===== config.mk =====
export PLATFORM = sky130hd
export DESIGN_NAME = nec_ir_pulse_decoder
export DESIGN_NICKNAME = d
export VERILOG_FILES = /design/src/rtl/nipd_pkg.sv /design/src/rtl/nipd_cfg_regs.sv /design/src/rtl/nipd_core.sv /design/src/rtl/nec_ir_pulse_decoder.sv
export SDC_FILE = /design/constraint.sdc
export NUM_CORES = 1
export LEC_CHECK = 0
export BUFFER_PORTS_ARGS = -buffer_cell sky130_fd_sc_hd__buf_4
export CAP_MARGIN = 20
export CORE_ASPECT_RATIO = 0.9
export CORE_MARGIN = 2
export CORE_UTILIZATION = 50
export DETAILED_ROUTE_END_ITERATION = 7
export GPL_ROUTABILITY_DRIVEN = 0
export PLACE_DENSITY = 0.66
export REMOVE_ABC_BUFFERS = 1
export SLEW_MARGIN = 15
export SYNTH_ARGS = -nofsm -noshare
export SYNTH_HDL_FRONTEND = slang
export SYNTH_SLANG_ARGS = --single-unit

===== constraint.sdc =====
create_clock -name clk -period 3.73 [get_ports clk]
set_clock_uncertainty 0.15 [all_clocks]
set_input_delay 0.373 -clock clk [delete_from_list [all_inputs] [get_ports clk]]
set_output_delay 0.373 -clock clk [all_outputs]
set_load 0.02 [all_outputs]

===== src/rtl/nipd_pkg.sv =====
// ----------------------------------------------------------------------------
// NEC IR pulse decoder package
// Shared widths, register defaults, register indexes and decoder phase codes.
// ----------------------------------------------------------------------------
package nipd_pkg;

  localparam int DUR_W     = 15;   // pulse duration width, microseconds
  localparam int DUR_PAD_W = 16;   // duration padded to whole bytes
  localparam int FRAME_W   = 32;   // result frame width
  localparam int CFG_IDX_W = 3;    // register index width

  // Default timing windows, microseconds
  localparam logic [DUR_W-1:0] RST_LEADER_MARK_MIN  = 15'd7000;
  localparam logic [DUR_W-1:0] RST_LEADER_MARK_MAX  = 15'd11000;
  localparam logic [DUR_W-1:0] RST_LEADER_SPACE_MIN = 15'd3500;
  localparam logic [DUR_W-1:0] RST_LEADER_SPACE_MAX = 15'd5500;
  localparam logic [DUR_W-1:0] RST_BIT_MARK_MIN     = 15'd300;
  localparam logic [DUR_W-1:0] RST_BIT_MARK_MAX     = 15'd900;
  localparam logic [DUR_W-1:0] RST_ONE_SPACE_THRESH = 15'd1000;

  // Register indexes on the configuration port
  typedef enum logic [CFG_IDX_W-1:0] {
    REG_LEADER_MARK_MIN  = 3'd0,
    REG_LEADER_MARK_MAX  = 3'd1,
    REG_LEADER_SPACE_MIN = 3'd2,
    REG_LEADER_SPACE_MAX = 3'd3,
    REG_BIT_MARK_MIN     = 3'd4,
    REG_BIT_MARK_MAX     = 3'd5,
    REG_ONE_SPACE_THRESH = 3'd6
  } cfg_idx_t;

  // Decoder phase
  typedef enum logic [1:0] {
    PH_HUNT  = 2'd0,
    PH_MARK  = 2'd1,
    PH_SPACE = 2'd2
  } phase_t;

  // Timing register set
  typedef struct packed {
    logic [DUR_W-1:0] leader_mark_min;
    logic [DUR_W-1:0] leader_mark_max;
    logic [DUR_W-1:0] leader_space_min;
    logic [DUR_W-1:0] leader_space_max;
    logic [DUR_W-1:0] bit_mark_min;
    logic [DUR_W-1:0] bit_mark_max;
    logic [DUR_W-1:0] one_space_thresh;
  } cfg_regs_t;

endpackage


===== src/rtl/nipd_cfg_regs.sv =====
// ----------------------------------------------------------------------------
// NEC IR pulse decoder timing registers
// Seven 15-bit timing windows written through the configuration channel.
// ----------------------------------------------------------------------------
module nipd_cfg_regs (
  input  logic                                 clk,
  input  logic                                 rst,
  input  logic                                 cfg_valid,
  output logic                                 cfg_ready,
  input  logic [nipd_pkg::CFG_IDX_W-1:0]       cfg_index,
  input  logic [nipd_pkg::DUR_W-1:0]           cfg_data,
  output nipd_pkg::cfg_regs_t                  regs
);
  import nipd_pkg::*;

  // Writes are always accepted; cfg_ready is tied high
  assign cfg_ready = 1'b1;

  // Register file; unknown indexes are dropped
  always_ff @(posedge clk) begin
    if (rst) begin
      regs.leader_mark_min  <= RST_LEADER_MARK_MIN;
      regs.leader_mark_max  <= RST_LEADER_MARK_MAX;
      regs.leader_space_min <= RST_LEADER_SPACE_MIN;
      regs.leader_space_max <= RST_LEADER_SPACE_MAX;
      regs.bit_mark_min     <= RST_BIT_MARK_MIN;
      regs.bit_mark_max     <= RST_BIT_MARK_MAX;
      regs.one_space_thresh <= RST_ONE_SPACE_THRESH;
    end else if (cfg_valid && cfg_ready) begin
      case (cfg_idx_t'(cfg_index))
        REG_LEADER_MARK_MIN:  regs.leader_mark_min  <= cfg_data;
        REG_LEADER_MARK_MAX:  regs.leader_mark_max  <= cfg_data;
        REG_LEADER_SPACE_MIN: regs.leader_space_min <= cfg_data;
        REG_LEADER_SPACE_MAX: regs.leader_space_max <= cfg_data;
        REG_BIT_MARK_MIN:     regs.bit_mark_min     <= cfg_data;
        REG_BIT_MARK_MAX:     regs.bit_mark_max     <= cfg_data;
        REG_ONE_SPACE_THRESH: regs.one_space_thresh <= cfg_data;
        default: ;
      endcase
    end
  end

endmodule


===== src/rtl/nipd_core.sv =====
// ----------------------------------------------------------------------------
// NEC IR pulse decoder core
// Leader hunt, bit mark check and bit space sampling; one duration per step.
// ----------------------------------------------------------------------------
module nipd_core #(
  parameter int FRAME_BITS = 32
) (
  input  logic                           clk,
  input  logic                           rst,
  input  nipd_pkg::cfg_regs_t            regs,
  input  logic                           step,
  input  logic [nipd_pkg::DUR_W-1:0]     duration,
  output logic                           emit,
  output logic [nipd_pkg::FRAME_W-1:0]   frame
);
  import nipd_pkg::*;

  localparam int IDX_W = $clog2(FRAME_BITS);
  localparam logic [IDX_W-1:0] LAST_IDX = IDX_W'(FRAME_BITS - 1);

  phase_t                  phase, phase_next;
  logic [DUR_W-1:0]        prev_dur, prev_dur_next;
  logic [IDX_W-1:0]        bit_index, bit_index_next;
  logic [FRAME_BITS-1:0]   shift_value, shift_value_next;
  logic [FRAME_BITS-1:0]   shift_set;
  logic                    leader_hit;
  logic                    mark_ok;

  // Window compares
  assign leader_hit = (prev_dur > regs.leader_mark_min) && (prev_dur < regs.leader_mark_max)
                   && (duration > regs.leader_space_min)
                   && (duration < regs.leader_space_max);
  assign mark_ok    = (duration >= regs.bit_mark_min) && (duration <= regs.bit_mark_max);

  // Shift register with the current bit merged in
  always_comb begin
    shift_set = shift_value;
    if (duration > regs.one_space_thresh) begin
      shift_set[bit_index] = 1'b1;
    end
  end

  assign frame = FRAME_W'(shift_set);

  // Next state and frame strobe
  always_comb begin
    phase_next       = phase;
    prev_dur_next    = prev_dur;
    bit_index_next   = bit_index;
    shift_value_next = shift_value;
    emit             = 1'b0;
    case (phase)
      PH_MARK: begin
        if (mark_ok) begin
          phase_next = PH_SPACE;
        end else begin
          phase_next     = PH_HUNT;
          prev_dur_next  = duration;
          bit_index_next = '0;
        end
      end
      PH_SPACE: begin
        if (bit_index == LAST_IDX) begin
          emit             = 1'b1;
          phase_next       = PH_HUNT;
          prev_dur_next    = '0;
          bit_index_next   = '0;
          shift_value_next = '0;
        end else begin
          shift_value_next = shift_set;
          bit_index_next   = bit_index + 1'b1;
          phase_next       = PH_MARK;
        end
      end
      default: begin
        // hunting; the unused code behaves the same
        if (leader_hit) begin
          phase_next       = PH_MARK;
          prev_dur_next    = '0;
          bit_index_next   = '0;
          shift_value_next = '0;
        end else begin
          phase_next    = PH_HUNT;
          prev_dur_next = duration;
        end
      end
    endcase
  end

  // State registers
  always_ff @(posedge clk) begin
    if (rst) begin
      phase       <= PH_HUNT;
      prev_dur    <= '0;
      bit_index   <= '0;
      shift_value <= '0;
    end else if (step) begin
      phase       <= phase_next;
      prev_dur    <= prev_dur_next;
      bit_index   <= bit_index_next;
      shift_value <= shift_value_next;
    end
  end

endmodule


===== src/rtl/nec_ir_pulse_decoder.sv =====
// ----------------------------------------------------------------------------
// NEC IR pulse decoder
// Decodes NEC frames from a stream of mark/space durations in microseconds.
// ----------------------------------------------------------------------------
// Output: a frame is registered on m_tdata, m_tvalid high, once the beat of its last
//   space has passed from the input register through the core into the output register.
// Throughput: one duration beat per cycle, set by the input register feeding the
//   decoder core; s_tready drops only while a finished frame waits on m_tready.
// Reset (rst, synchronous): decoder returns to leader hunt, pipeline and output
//   registers empty, timing registers back to their default windows.
module nec_ir_pulse_decoder #(
  parameter int FRAME_BITS = 32
) (
  input  logic        clk,
  input  logic        rst,
  input  logic        s_tvalid,
  output logic        s_tready,
  input  logic [15:0] s_tdata,     // [14:0] duration_us, [15] zero
  output logic        m_tvalid,
  input  logic        m_tready,
  output logic [31:0] m_tdata,     // [31:0] frame_value
  input  logic        cfg_valid,
  output logic        cfg_ready,
  input  logic [2:0]  cfg_index,
  input  logic [14:0] cfg_data
);
  import nipd_pkg::*;

  cfg_regs_t           regs;
  logic                in_valid;
  logic [DUR_W-1:0]    in_dur;
  logic                in_go;
  logic                out_free;
  logic                emit;
  logic [FRAME_W-1:0]  frame;

  nipd_cfg_regs u_cfg (
    .clk       (clk),
    .rst       (rst),
    .cfg_valid (cfg_valid),
    .cfg_ready (cfg_ready),
    .cfg_index (cfg_index),
    .cfg_data  (cfg_data),
    .regs      (regs)
  );

  // Handshake between input register, core and output register
  assign out_free = !m_tvalid || m_tready;
  assign in_go    = in_valid && (!emit || out_free);
  assign s_tready = !in_valid || in_go;

  // Input register
  always_ff @(posedge clk) begin
    if (rst) begin
      in_valid <= 1'b0;
    end else if (s_tready) begin
      in_valid <= s_tvalid;
    end
  end

  always_ff @(posedge clk) begin
    if (s_tready && s_tvalid) begin
      in_dur <= s_tdata[DUR_W-1:0];
    end
  end

  nipd_core #(
    .FRAME_BITS (FRAME_BITS)
  ) u_core (
    .clk      (clk),
    .rst      (rst),
    .regs     (regs),
    .step     (in_go),
    .duration (in_dur),
    .emit     (emit),
    .frame    (frame)
  );

  // Output register
  always_ff @(posedge clk) begin
    if (rst) begin
      m_tvalid <= 1'b0;
    end else if (out_free) begin
      m_tvalid <= in_go && emit;
    end
  end

  always_ff @(posedge clk) begin
    if (out_free && in_go && emit) begin
      m_tdata <= frame;
    end
  end

endmodule


* Word-level counts from Yosys, hierarchy flattened
Cells that the tools add are included.
** Cells by class
- Multipliers :: 0
- Add/subtract/negate cells :: 1
- Reductions and logical operators :: 29
- $lt $le $gt $ge :: 9
- Bitwise operators :: 2
- Mux-type cells :: 20
- Equality and inequality tests :: 11
- Shift operators :: 0
- Divide/modulo/power cells :: 0
** Operator list (number)
- two-way mux 32 bit :: 3
- one-hot mux 32 bit (2 select lines) :: 1
- greater-than comparator 15 bit :: 3
- two-way mux 15 bit :: 3
- OR 32 bit :: 1
- less-than comparator 15 bit :: 2
- one-hot mux 15 bit (2 select lines) :: 1
- greater-or-equal comparator 15 bit :: 1
- <= comparator 15 bit :: 1
- two-way mux 5 bit :: 3
- AND reduction 2 bit :: 7
- logical AND 1 bit :: 10
- one-hot mux 5 bit (2 select lines) :: 1
- equality test 3 bit (second input constant) :: 3
- AND reduction 3 bit :: 3
- equality test 3 x 2 -> 1 bit (second input constant) :: 2
- less-than comparator 5 x 6 -> 1 bit (second input constant) :: 1
- adder 5 x 1 -> 5 bit (second input constant) :: 1
- demux 1 bit (select 5 bit) :: 1
- equality test 5 bit (second input constant) :: 1
- greater-or-equal comparator 5 x 1 -> 1 bit (second input constant) :: 1
- two-way mux 1 bit :: 5
- one-hot mux 2 bit (2 select lines) :: 1
- equality test 3 x 1 -> 1 bit (second input constant) :: 1
- 11 further kinds :: 15
** Word-level totals
- Bits in read-only memories :: 0
- Flip-flop bits (word level) :: 208
- Bits of input ports :: 39
- Output and inout bits :: 35
- Memories :: 0
- RAM bits :: 0
- Bits in latches :: 0

* Logic depth before layout (Yosys ltp)
Gate-level depths: netlist of run 1.
- Depth in word-level cells :: 8
- Depth in mapped cells :: 11

* Hierarchy
From an unflattened synthesis of run 1, not the netlist that was laid out.
** Unflattened totals
- Cells, all modules :: 1131
- Area total of the unflattened synthesis :: 11000.6 um^2
** By module, submodules not included
- nipd_core :: cells an instance 688, area each 5371.4 um^2, sequential area each 1081.0 um^2, instances 1
- nipd_cfg_regs :: cells an instance 384, area each 4113.9 um^2, sequential area each 2102.0 um^2, instances 1
- nec_ir_pulse_decoder :: cells an instance 59, area each 1515.2 um^2, sequential area each 1451.4 um^2, instances 1

* Least setup slack after synthesis of run 1
Ideal clock, no wire load.
- Kind :: register to register
- From :: reg u_core.bit_index[0]
- To :: reg m_tdata[0], enable pin
- Arrival :: 2.584 ns
- Slack :: 0.573 ns
- Buffers on the path :: 0
- Library setup time :: 0.423 ns
- Stages on the path, launching flop included :: 7
- Clock period less this slack :: 3.157 ns
- Data required time :: 3.157 ns
- Cells stage by stage :: dfxtp_1 > ha_1 > and3_1 > ha_1 > nand3_1 > nand2_1 > nor2_1
** On the way
- Longest elaborated chain between the ends :: 8
** Ends and longest elaborated chain
- from (decl) :: RTL line nipd_core.sv:23 : logic [IDX_W-1:0] bit_index, bit_index_next;
- from (signal assigned) :: RTL line nipd_core.sv:100 : bit_index <= bit_index_next;
- equality test 5 bit (*) :: RTL line nipd_core.sv:63 : if (bit_index == LAST_IDX) begin
- two-way mux 1 bit (*) :: RTL line nipd_core.sv:63
- two-way mux 1 bit (*) :: RTL line nipd_core.sv:52 : case (phase)
- logical NOT 1 bit :: RTL line nec_ir_pulse_decoder.sv:49 : assign in_go = in_valid && (!emit || out_free);
- logical OR 1 bit :: RTL line nec_ir_pulse_decoder.sv:49
- logical AND 1 bit :: RTL line nec_ir_pulse_decoder.sv:49
- logical AND 1 bit :: RTL line nec_ir_pulse_decoder.sv:89 : if (out_free && in_go && emit) begin
- logical AND 1 bit (*) :: RTL line nec_ir_pulse_decoder.sv:89
- to (signal assigned) :: RTL line nec_ir_pulse_decoder.sv:90 : m_tdata <= frame;
- to (decl) :: RTL line nec_ir_pulse_decoder.sv:21 : output logic [31:0] m_tdata,
Every way passes the cells marked *; elsewhere a longest branch is shown, timed or not.
A chain may end at the register's enable or synchronous reset.

* Worst setup path after layout of run 1
- From :: reg in_dur[4]
- To :: reg u_core.prev_dur[14]
** On the way
- Longest elaborated chain between the ends :: 5
- Elaborated cells between the ends (all ways) :: 11
** Ends and longest elaborated chain
- from (decl) :: RTL line nec_ir_pulse_decoder.sv:31 : logic [DUR_W-1:0] in_dur;
- from (signal assigned) :: RTL line nec_ir_pulse_decoder.sv:63 : in_dur <= s_tdata[DUR_W-1:0];
- greater-than comparator 15 bit :: RTL line nipd_core.sv:31 : && (duration > regs.leader_space_min)
- logical AND 1 bit :: RTL line nipd_core.sv:31
- logical AND 1 bit :: RTL line nipd_core.sv:32 : && (duration < regs.leader_space_max);
- two-way mux 15 bit :: RTL line nipd_core.sv:77 : if (leader_hit) begin
- one-hot mux 15 bit (2 select lines) :: RTL line nipd_core.sv:52
- to (signal assigned) :: RTL line nipd_core.sv:99 : prev_dur <= prev_dur_next;
- to (decl) :: RTL line nipd_core.sv:22 : logic [DUR_W-1:0] prev_dur, prev_dur_next;
Parallel ways exist; a longest one is shown, timed or not.

==> metrics, run 1 <==
post-cts resize count 0; vias in the first global route 7353; count of input and output buffers 71; Mapped Cells 1098; Via density 5.52; count of cell types in the netlist 56; post-place instance area 10900 µm²; Clock Latency Late Sink 0.51 ns; CP Class reg2reg; mean post-synth cell area 9.20 µm²; FF+latch count, synth 208; most used cell, CP nor4_1; crit-path cells ha_1 -> nand4_1 -> nor4_1 -> nor4_1 -> o211ai_1 -> or4_1 -> and3_4 -> a32o_2; Post-synth EDFFs 47; post-DP HPWL 17.2 mm; initial core utilization 50.7%; top-count cell post-synth nand2_1; crit path DAT 3.44 ns; DRC violations left 0; setup violators final 0; Slew @ Worst Pin 0.774 ns; Critical Path Fanout Max 15; max_cap viols 0; share of cells above drive strength 1 11.7%; max-slew violations 0; CP Capture Type register; sequential area share after synthesis 45.9%; row cnt 49; DR iter-0 viols 502; Synth area leaders dfxtp_1 32%, edfxtp_1 14%, ha_1 14%, nand2_1 7.3%, a21oi_1 5.2%; Max-slew headroom 48.4%; CP bufs+invs 0; first-pass GRT wire length 39.5 mm; CTS Buf Count 23; Syn-to-layout area delta 17.4%; Die H 139 µm; RSZ-0062 raised after global routing no; CP peak stage delay 0.60 ns; period utilization 85.5%; CTS tree yes; status complete, no violations; Routed WL per cell 17.0 µm; crit path max-delay cell type or4_1; die area 21400 µm²; leakage 5.21 nW; pwr dens 445 nW/µm²; Synth area leader dfxtp_1; min cycle time layout 3.19 ns; Main synth FF type dfxtp_1; fin area 11900 µm²; Boundary Pins 74; CP Launch Type register; Hold Crit Class in2reg; synth warn 0; CP Data Required Time 3.98 ns; setup_tns 0 ns; Overflow after GRT 0; Die X 154 µm; Hold Fails Final Rpt 0; antenna viol nets, final 0; Post-Syn Area 10100 µm²; Multi-input gate area 4880 µm²; async set-reset flop share out of synthesis 0%; sequential cell area 4630 µm²; Initial DRT Pass Iterations 5; Core Area 19900 µm²; antenna violations before repair 0; Tot GR Track Use 23.2%; Nets 1331; top cell type's share of synthesized area 31.9%; H-tree levels 1; DP Cell Count 1396; Vias 8016; clk sink count 208; commonest cells in the netlist 197 x nand2_1, 161 x dfxtp_1, 110 x ha_1; largest net degree at the start of global routing 68; Clock Root Buffer clkbuf_16; Routed WL 24.7 mm; post-route insts no fill 1453; clk buf depth 3; Worst-path clk slew 0.06 ns; Worst path top cell family by delay simple AND/OR/NAND/NOR gates; Layout fillers 1744; VDD IR max 0.378 mV; diodes inserted 0; f_max 314 MHz
registers in the layout (all words and copies together) (netlist names):
signal              cells
m_tdata                32
u_core.prev_dur        15
u_core.shift_value     32
u_core.phase            2
in_dur                 15
m_tvalid                1
u_core.bit_index        5
in_valid                1
u_cfg.regs            105
through the flow:
step	utilization [%]	hold WS, ns	total power, W	worst slack (ns)
final	59.5	0.0262	0.00528	0.541
after global routing	59.5	0.0259	0.00547	0.429
after CTS	59.5	0.00953	0.00532	0.533
after detailed placement	54.8	0.292	0.00294	0.541
after global placement	54.8	0.288	0.00293	0.570
after floorplan	-	0.276	0.00274	0.573
layout make-up:
type                       instances  share of cell area, %
multi-input combinational        735                   41.1
sequential                       208                   39.1
timing repair buffer             106                   7.05
clock buffer                      27                   5.34
inverter                         108                   3.42
tap                              255                   2.69
clock inverter                    14                   1.29
cell families after synthesis:
| kind of cell | Yosys count | synth area share (%) |
|---|---|---|
| and+or+nand+nor | 336 | 15.3 |
| AOI/OAI and AO/OA | 288 | 19.2 |
| DFF | 208 | 45.9 |
| buffers and inverters | 155 | 5.98 |
| adders and majority gates | 110 | 13.6 |
| other | 1 | 0.0371 |
repair_timing:
action / in CTS / in global routing
setup buffers: 0 / 0
hold endpoints to repair: 16 / 0
hold buffers: 16 / 0
worst min-delay path: cells and delay by family:
kind,cells,cell delay [ns]
buffers and inverters,1,0.15
AO/OA/AOI/OAI,1,0.05
AND/OR/NAND/NOR,1,0.06
per-layer routing:
metal	vias to the layer above	global-route usage [%]	part of all wire, %
met5	-	0	0
met4	0	6.74	2.5
met3	36	3.28	5.1
met2	175	34.7	43
met1	3741	34.8	49
li1	4064	-	-
path summary, 6_finish.rpt:
| kind | slack, ns | endpoint | depth (start not counted) | startpoint |
|---|---|---|---|---|
| worst max-delay path | 0.54 | u_core.prev_dur[14] | 8 | in_dur[4] |
| worst min-delay path | 0.03 | u_cfg.regs[103] | 3 | cfg_data[13] |
| worst max register to register | 0.54 | u_core.prev_dur[14] | 8 | in_dur[4] |
| worst min register to register | 0.30 | u_cfg.regs[75] | 2 | u_cfg.regs[75] |
power breakdown:
| part | switching (W) | internal, W | leakage, nW | total, W |
|---|---|---|---|---|
| registers | 0.0000512 | 0.00236 | 1.80 | 0.00241 |
| clock network | 0.000940 | 0.00142 | 0.397 | 0.00236 |
| logic | 0.000304 | 0.000205 | 3.01 | 0.000509 |
| total | 0.00129 | 0.00399 | 5.21 | 0.00528 |
layout by cell type (no fill, tap or decap), types with 3 or more instances in the layout:
master,n
nand2_1,197
dfxtp_1,161
ha_1,110
inv_1,108
a21oi_1,105
buf_4,90
edfxtp_1,47
o211ai_1,45
a21o_1,42
o2bb2ai_1,32
nor2_1,28
clkbuf_16,25
nand4_1,22
nor2b_1,21
nand3_1,18
dlygate4sd3_1,16
o21ai_0,15
a32o_1,14
clkinv_2,9
and3_1,7
nand2b_1,6
and2_1,5
a211oi_1,4
nor4_1,4
o21ai_1,4
nand3b_1,4
o31ai_1,4
nor3_1,3
and4_1,3
a221oi_1,3
a31oi_1,3
o41ai_1,3
bufinv_16,3
Note: power is estimated with default switching activity, not from simulation.
==> run 2, diff against run 1 <==
--- a/config.mk
+++ b/config.mk
@@ -12,9 +12,10 @@
 export CORE_UTILIZATION = 50
 export DETAILED_ROUTE_END_ITERATION = 7
 export GPL_ROUTABILITY_DRIVEN = 0
-export PLACE_DENSITY = 0.66
+export PLACE_DENSITY = 0.69
 export REMOVE_ABC_BUFFERS = 1
 export SLEW_MARGIN = 15
 export SYNTH_ARGS = -nofsm -noshare
 export SYNTH_HDL_FRONTEND = slang
 export SYNTH_SLANG_ARGS = --single-unit
+export TNS_END_PERCENT = 50
==> constraint.sdc (replaced) <==
create_clock -name clk -period 2.6 [get_ports clk]
set_clock_uncertainty 0.15 [all_clocks]
set_input_delay 0.26 -clock clk [delete_from_list [all_inputs] [get_ports clk]]
set_output_delay 0.26 -clock clk [all_outputs]
set_load 0.02 [all_outputs]
==> run 2 against run 1 <==
  * The flow now finishes with violations (setup timing)
  * Non-clock buffer count grew 107
  * Cell count grew 7.4%
  * Via count grew 8.5%
  * Clock power grew 30%
  * Critical endpoint unchanged
  * Largest power group unchanged
==> metrics, run 2 (same netlist as run 1, synthesis figures left out) <==
status complete, but fails checks; failing checks setup timing; Initial DRT Pass Iterations 5; first-pass GRT wire length 44.1 mm; initial core utilization 50.7%; Clock Root Buffer clkbuf_16; min cycle time layout 2.88 ns; row cnt 49; Overflow after GRT 0; Nets 1439; fin area 12900 µm²; clk buf depth 3; leakage 5.73 nW; CP Data Required Time 2.86 ns; Clock Latency Late Sink 0.52 ns; Worst-path clk slew 0.06 ns; antenna viol nets, final 0; Hold Fails Final Rpt 0; VDD IR max 0.439 mV; most frequent cells in the layout 196 x nand2_1, 173 x buf_4, 161 x dfxtp_1, 108 x inv_1, 103 x ha_1; post-DP HPWL 18.4 mm; Pwr Total 0.00748 W; largest net degree at the start of global routing 45; post-route insts no fill 1561; setup violators final 53; Hold Crit Class in2reg; Boundary Pins 74; Routed WL 27.0 mm; Via density 5.57; commonest non-fill, non-tap cell in the layout nand2_1; f_max 347 MHz; share of cells above drive strength 1 20.0%; CP Class reg2reg; Syn-to-layout area delta 28.2%; count of input and output buffers 71; antenna violations before repair 0; post-place instance area 11600 µm²; Routed WL per cell 17.3 µm; Die X 154 µm; pwr dens 578 nW/µm²; max-slew violations 0; Reg with most FFs u_cfg.regs; DP Cell Count 1476; CTS Buf Count 23; H-tree levels 1; diodes inserted 0; Tot GR Track Use 25.4%; Max-slew headroom 63.2%; final setup margin -0.282 ns; Critical Path Fanout Max 8; Slew @ Worst Pin 0.551 ns; Core Area 19900 µm²; period utilization 111%; vias in the first global route 8529; max reg flops 105; clk sink count 208; RSZ-0062 raised after global routing yes; worst hold stages 2; Vias 8697; R2R depth 9; biggest regs u_cfg.regs: 105 flops, m_tdata: 32 flops, u_core.shift_value: 32 flops; crit path max-delay cell type or4_4; CP peak stage delay 0.53 ns; reg2reg setup slack -0.28 ns; Die H 139 µm; die area 21400 µm²; CP Capture Type register; fin util 65.0%; max_cap viols 0; CP Launch Type register; DRC violations left 0; crit-path cells buf_6 -> ha_4 -> nand4_1 -> nor2_2 -> o31ai_2 -> a22o_1 -> or4_4 -> and3_4 -> a32o_2; crit path DAT 3.14 ns; CTS tree yes; worst slack, placed -0.393 ns; DR iter-0 viols 501
[run 2: stage by stage]
stage                     setup TNS, ns  hold slack [ns]
after floorplan                  -26.18            0.179
after global placement           -12.25            0.288
after detailed placement         -22.67            0.289
after CTS                        -10.40           0.0736
after global routing             -16.57           0.0971
final                            -10.72           0.0772
[run 2: path summary, 6_finish.rpt]
path                       start                  end
setup / recovery      in_dur[13]  u_core.prev_dur[14]
setup reg to reg      in_dur[13]  u_core.prev_dur[14]
hold / removal               rst       u_cfg.regs[39]
hold reg to reg   u_cfg.regs[75]       u_cfg.regs[75]
[run 2: per-layer routing]
metal	vias up	wire length (µm)	global-route usage (%)	part of all wire, %
met1	4092	12700	36.1	47
met2	274	12000	40.8	45
met4	0	736	7.82	2.7
met3	50	1530	3.16	5.7
li1	4281	-	-	-
met5	-	0	0	0
[run 2: what timing repair did]
action | 4_1_cts | 5_1_grt
cloned | 1 | 0
endpoints found under the hold margin | 122 | 0
hold buffers | 31 | 0
setup buffers | 9 | 3
resized for setup | 33 | 23
setup endpoints to repair | 85 | 85
pin swaps | 10 | 11
[run 2: power breakdown]
group          internal (W)  switching, W  leakage (nW)
clock network       0.00178       0.00129         0.344
logic              0.000457      0.000522          3.58
registers           0.00338     0.0000567          1.81
total               0.00561       0.00187          5.73
[run 2: area by class of cell]
class                      count  area (µm²)
tap                          255         319
clock buffer                  37         678
fill                        1575        6980
inverter                     108         405
clock inverter                 4        22.5
sequential                   208        4630
multi-input combinational    736        5140
timing repair buffer         213        1750
[run 2: critical path, delay by kind of cell (launching register included)]
| family | cells | cell delay, ns |
|---|---|---|
| buf+inv | 1 | 0.17 |
| compound gates | 3 | 0.58 |
| flops | 1 | 0.48 |
| fa+ha+maj | 1 | 0.27 |
| simple gates | 4 | 1.13 |
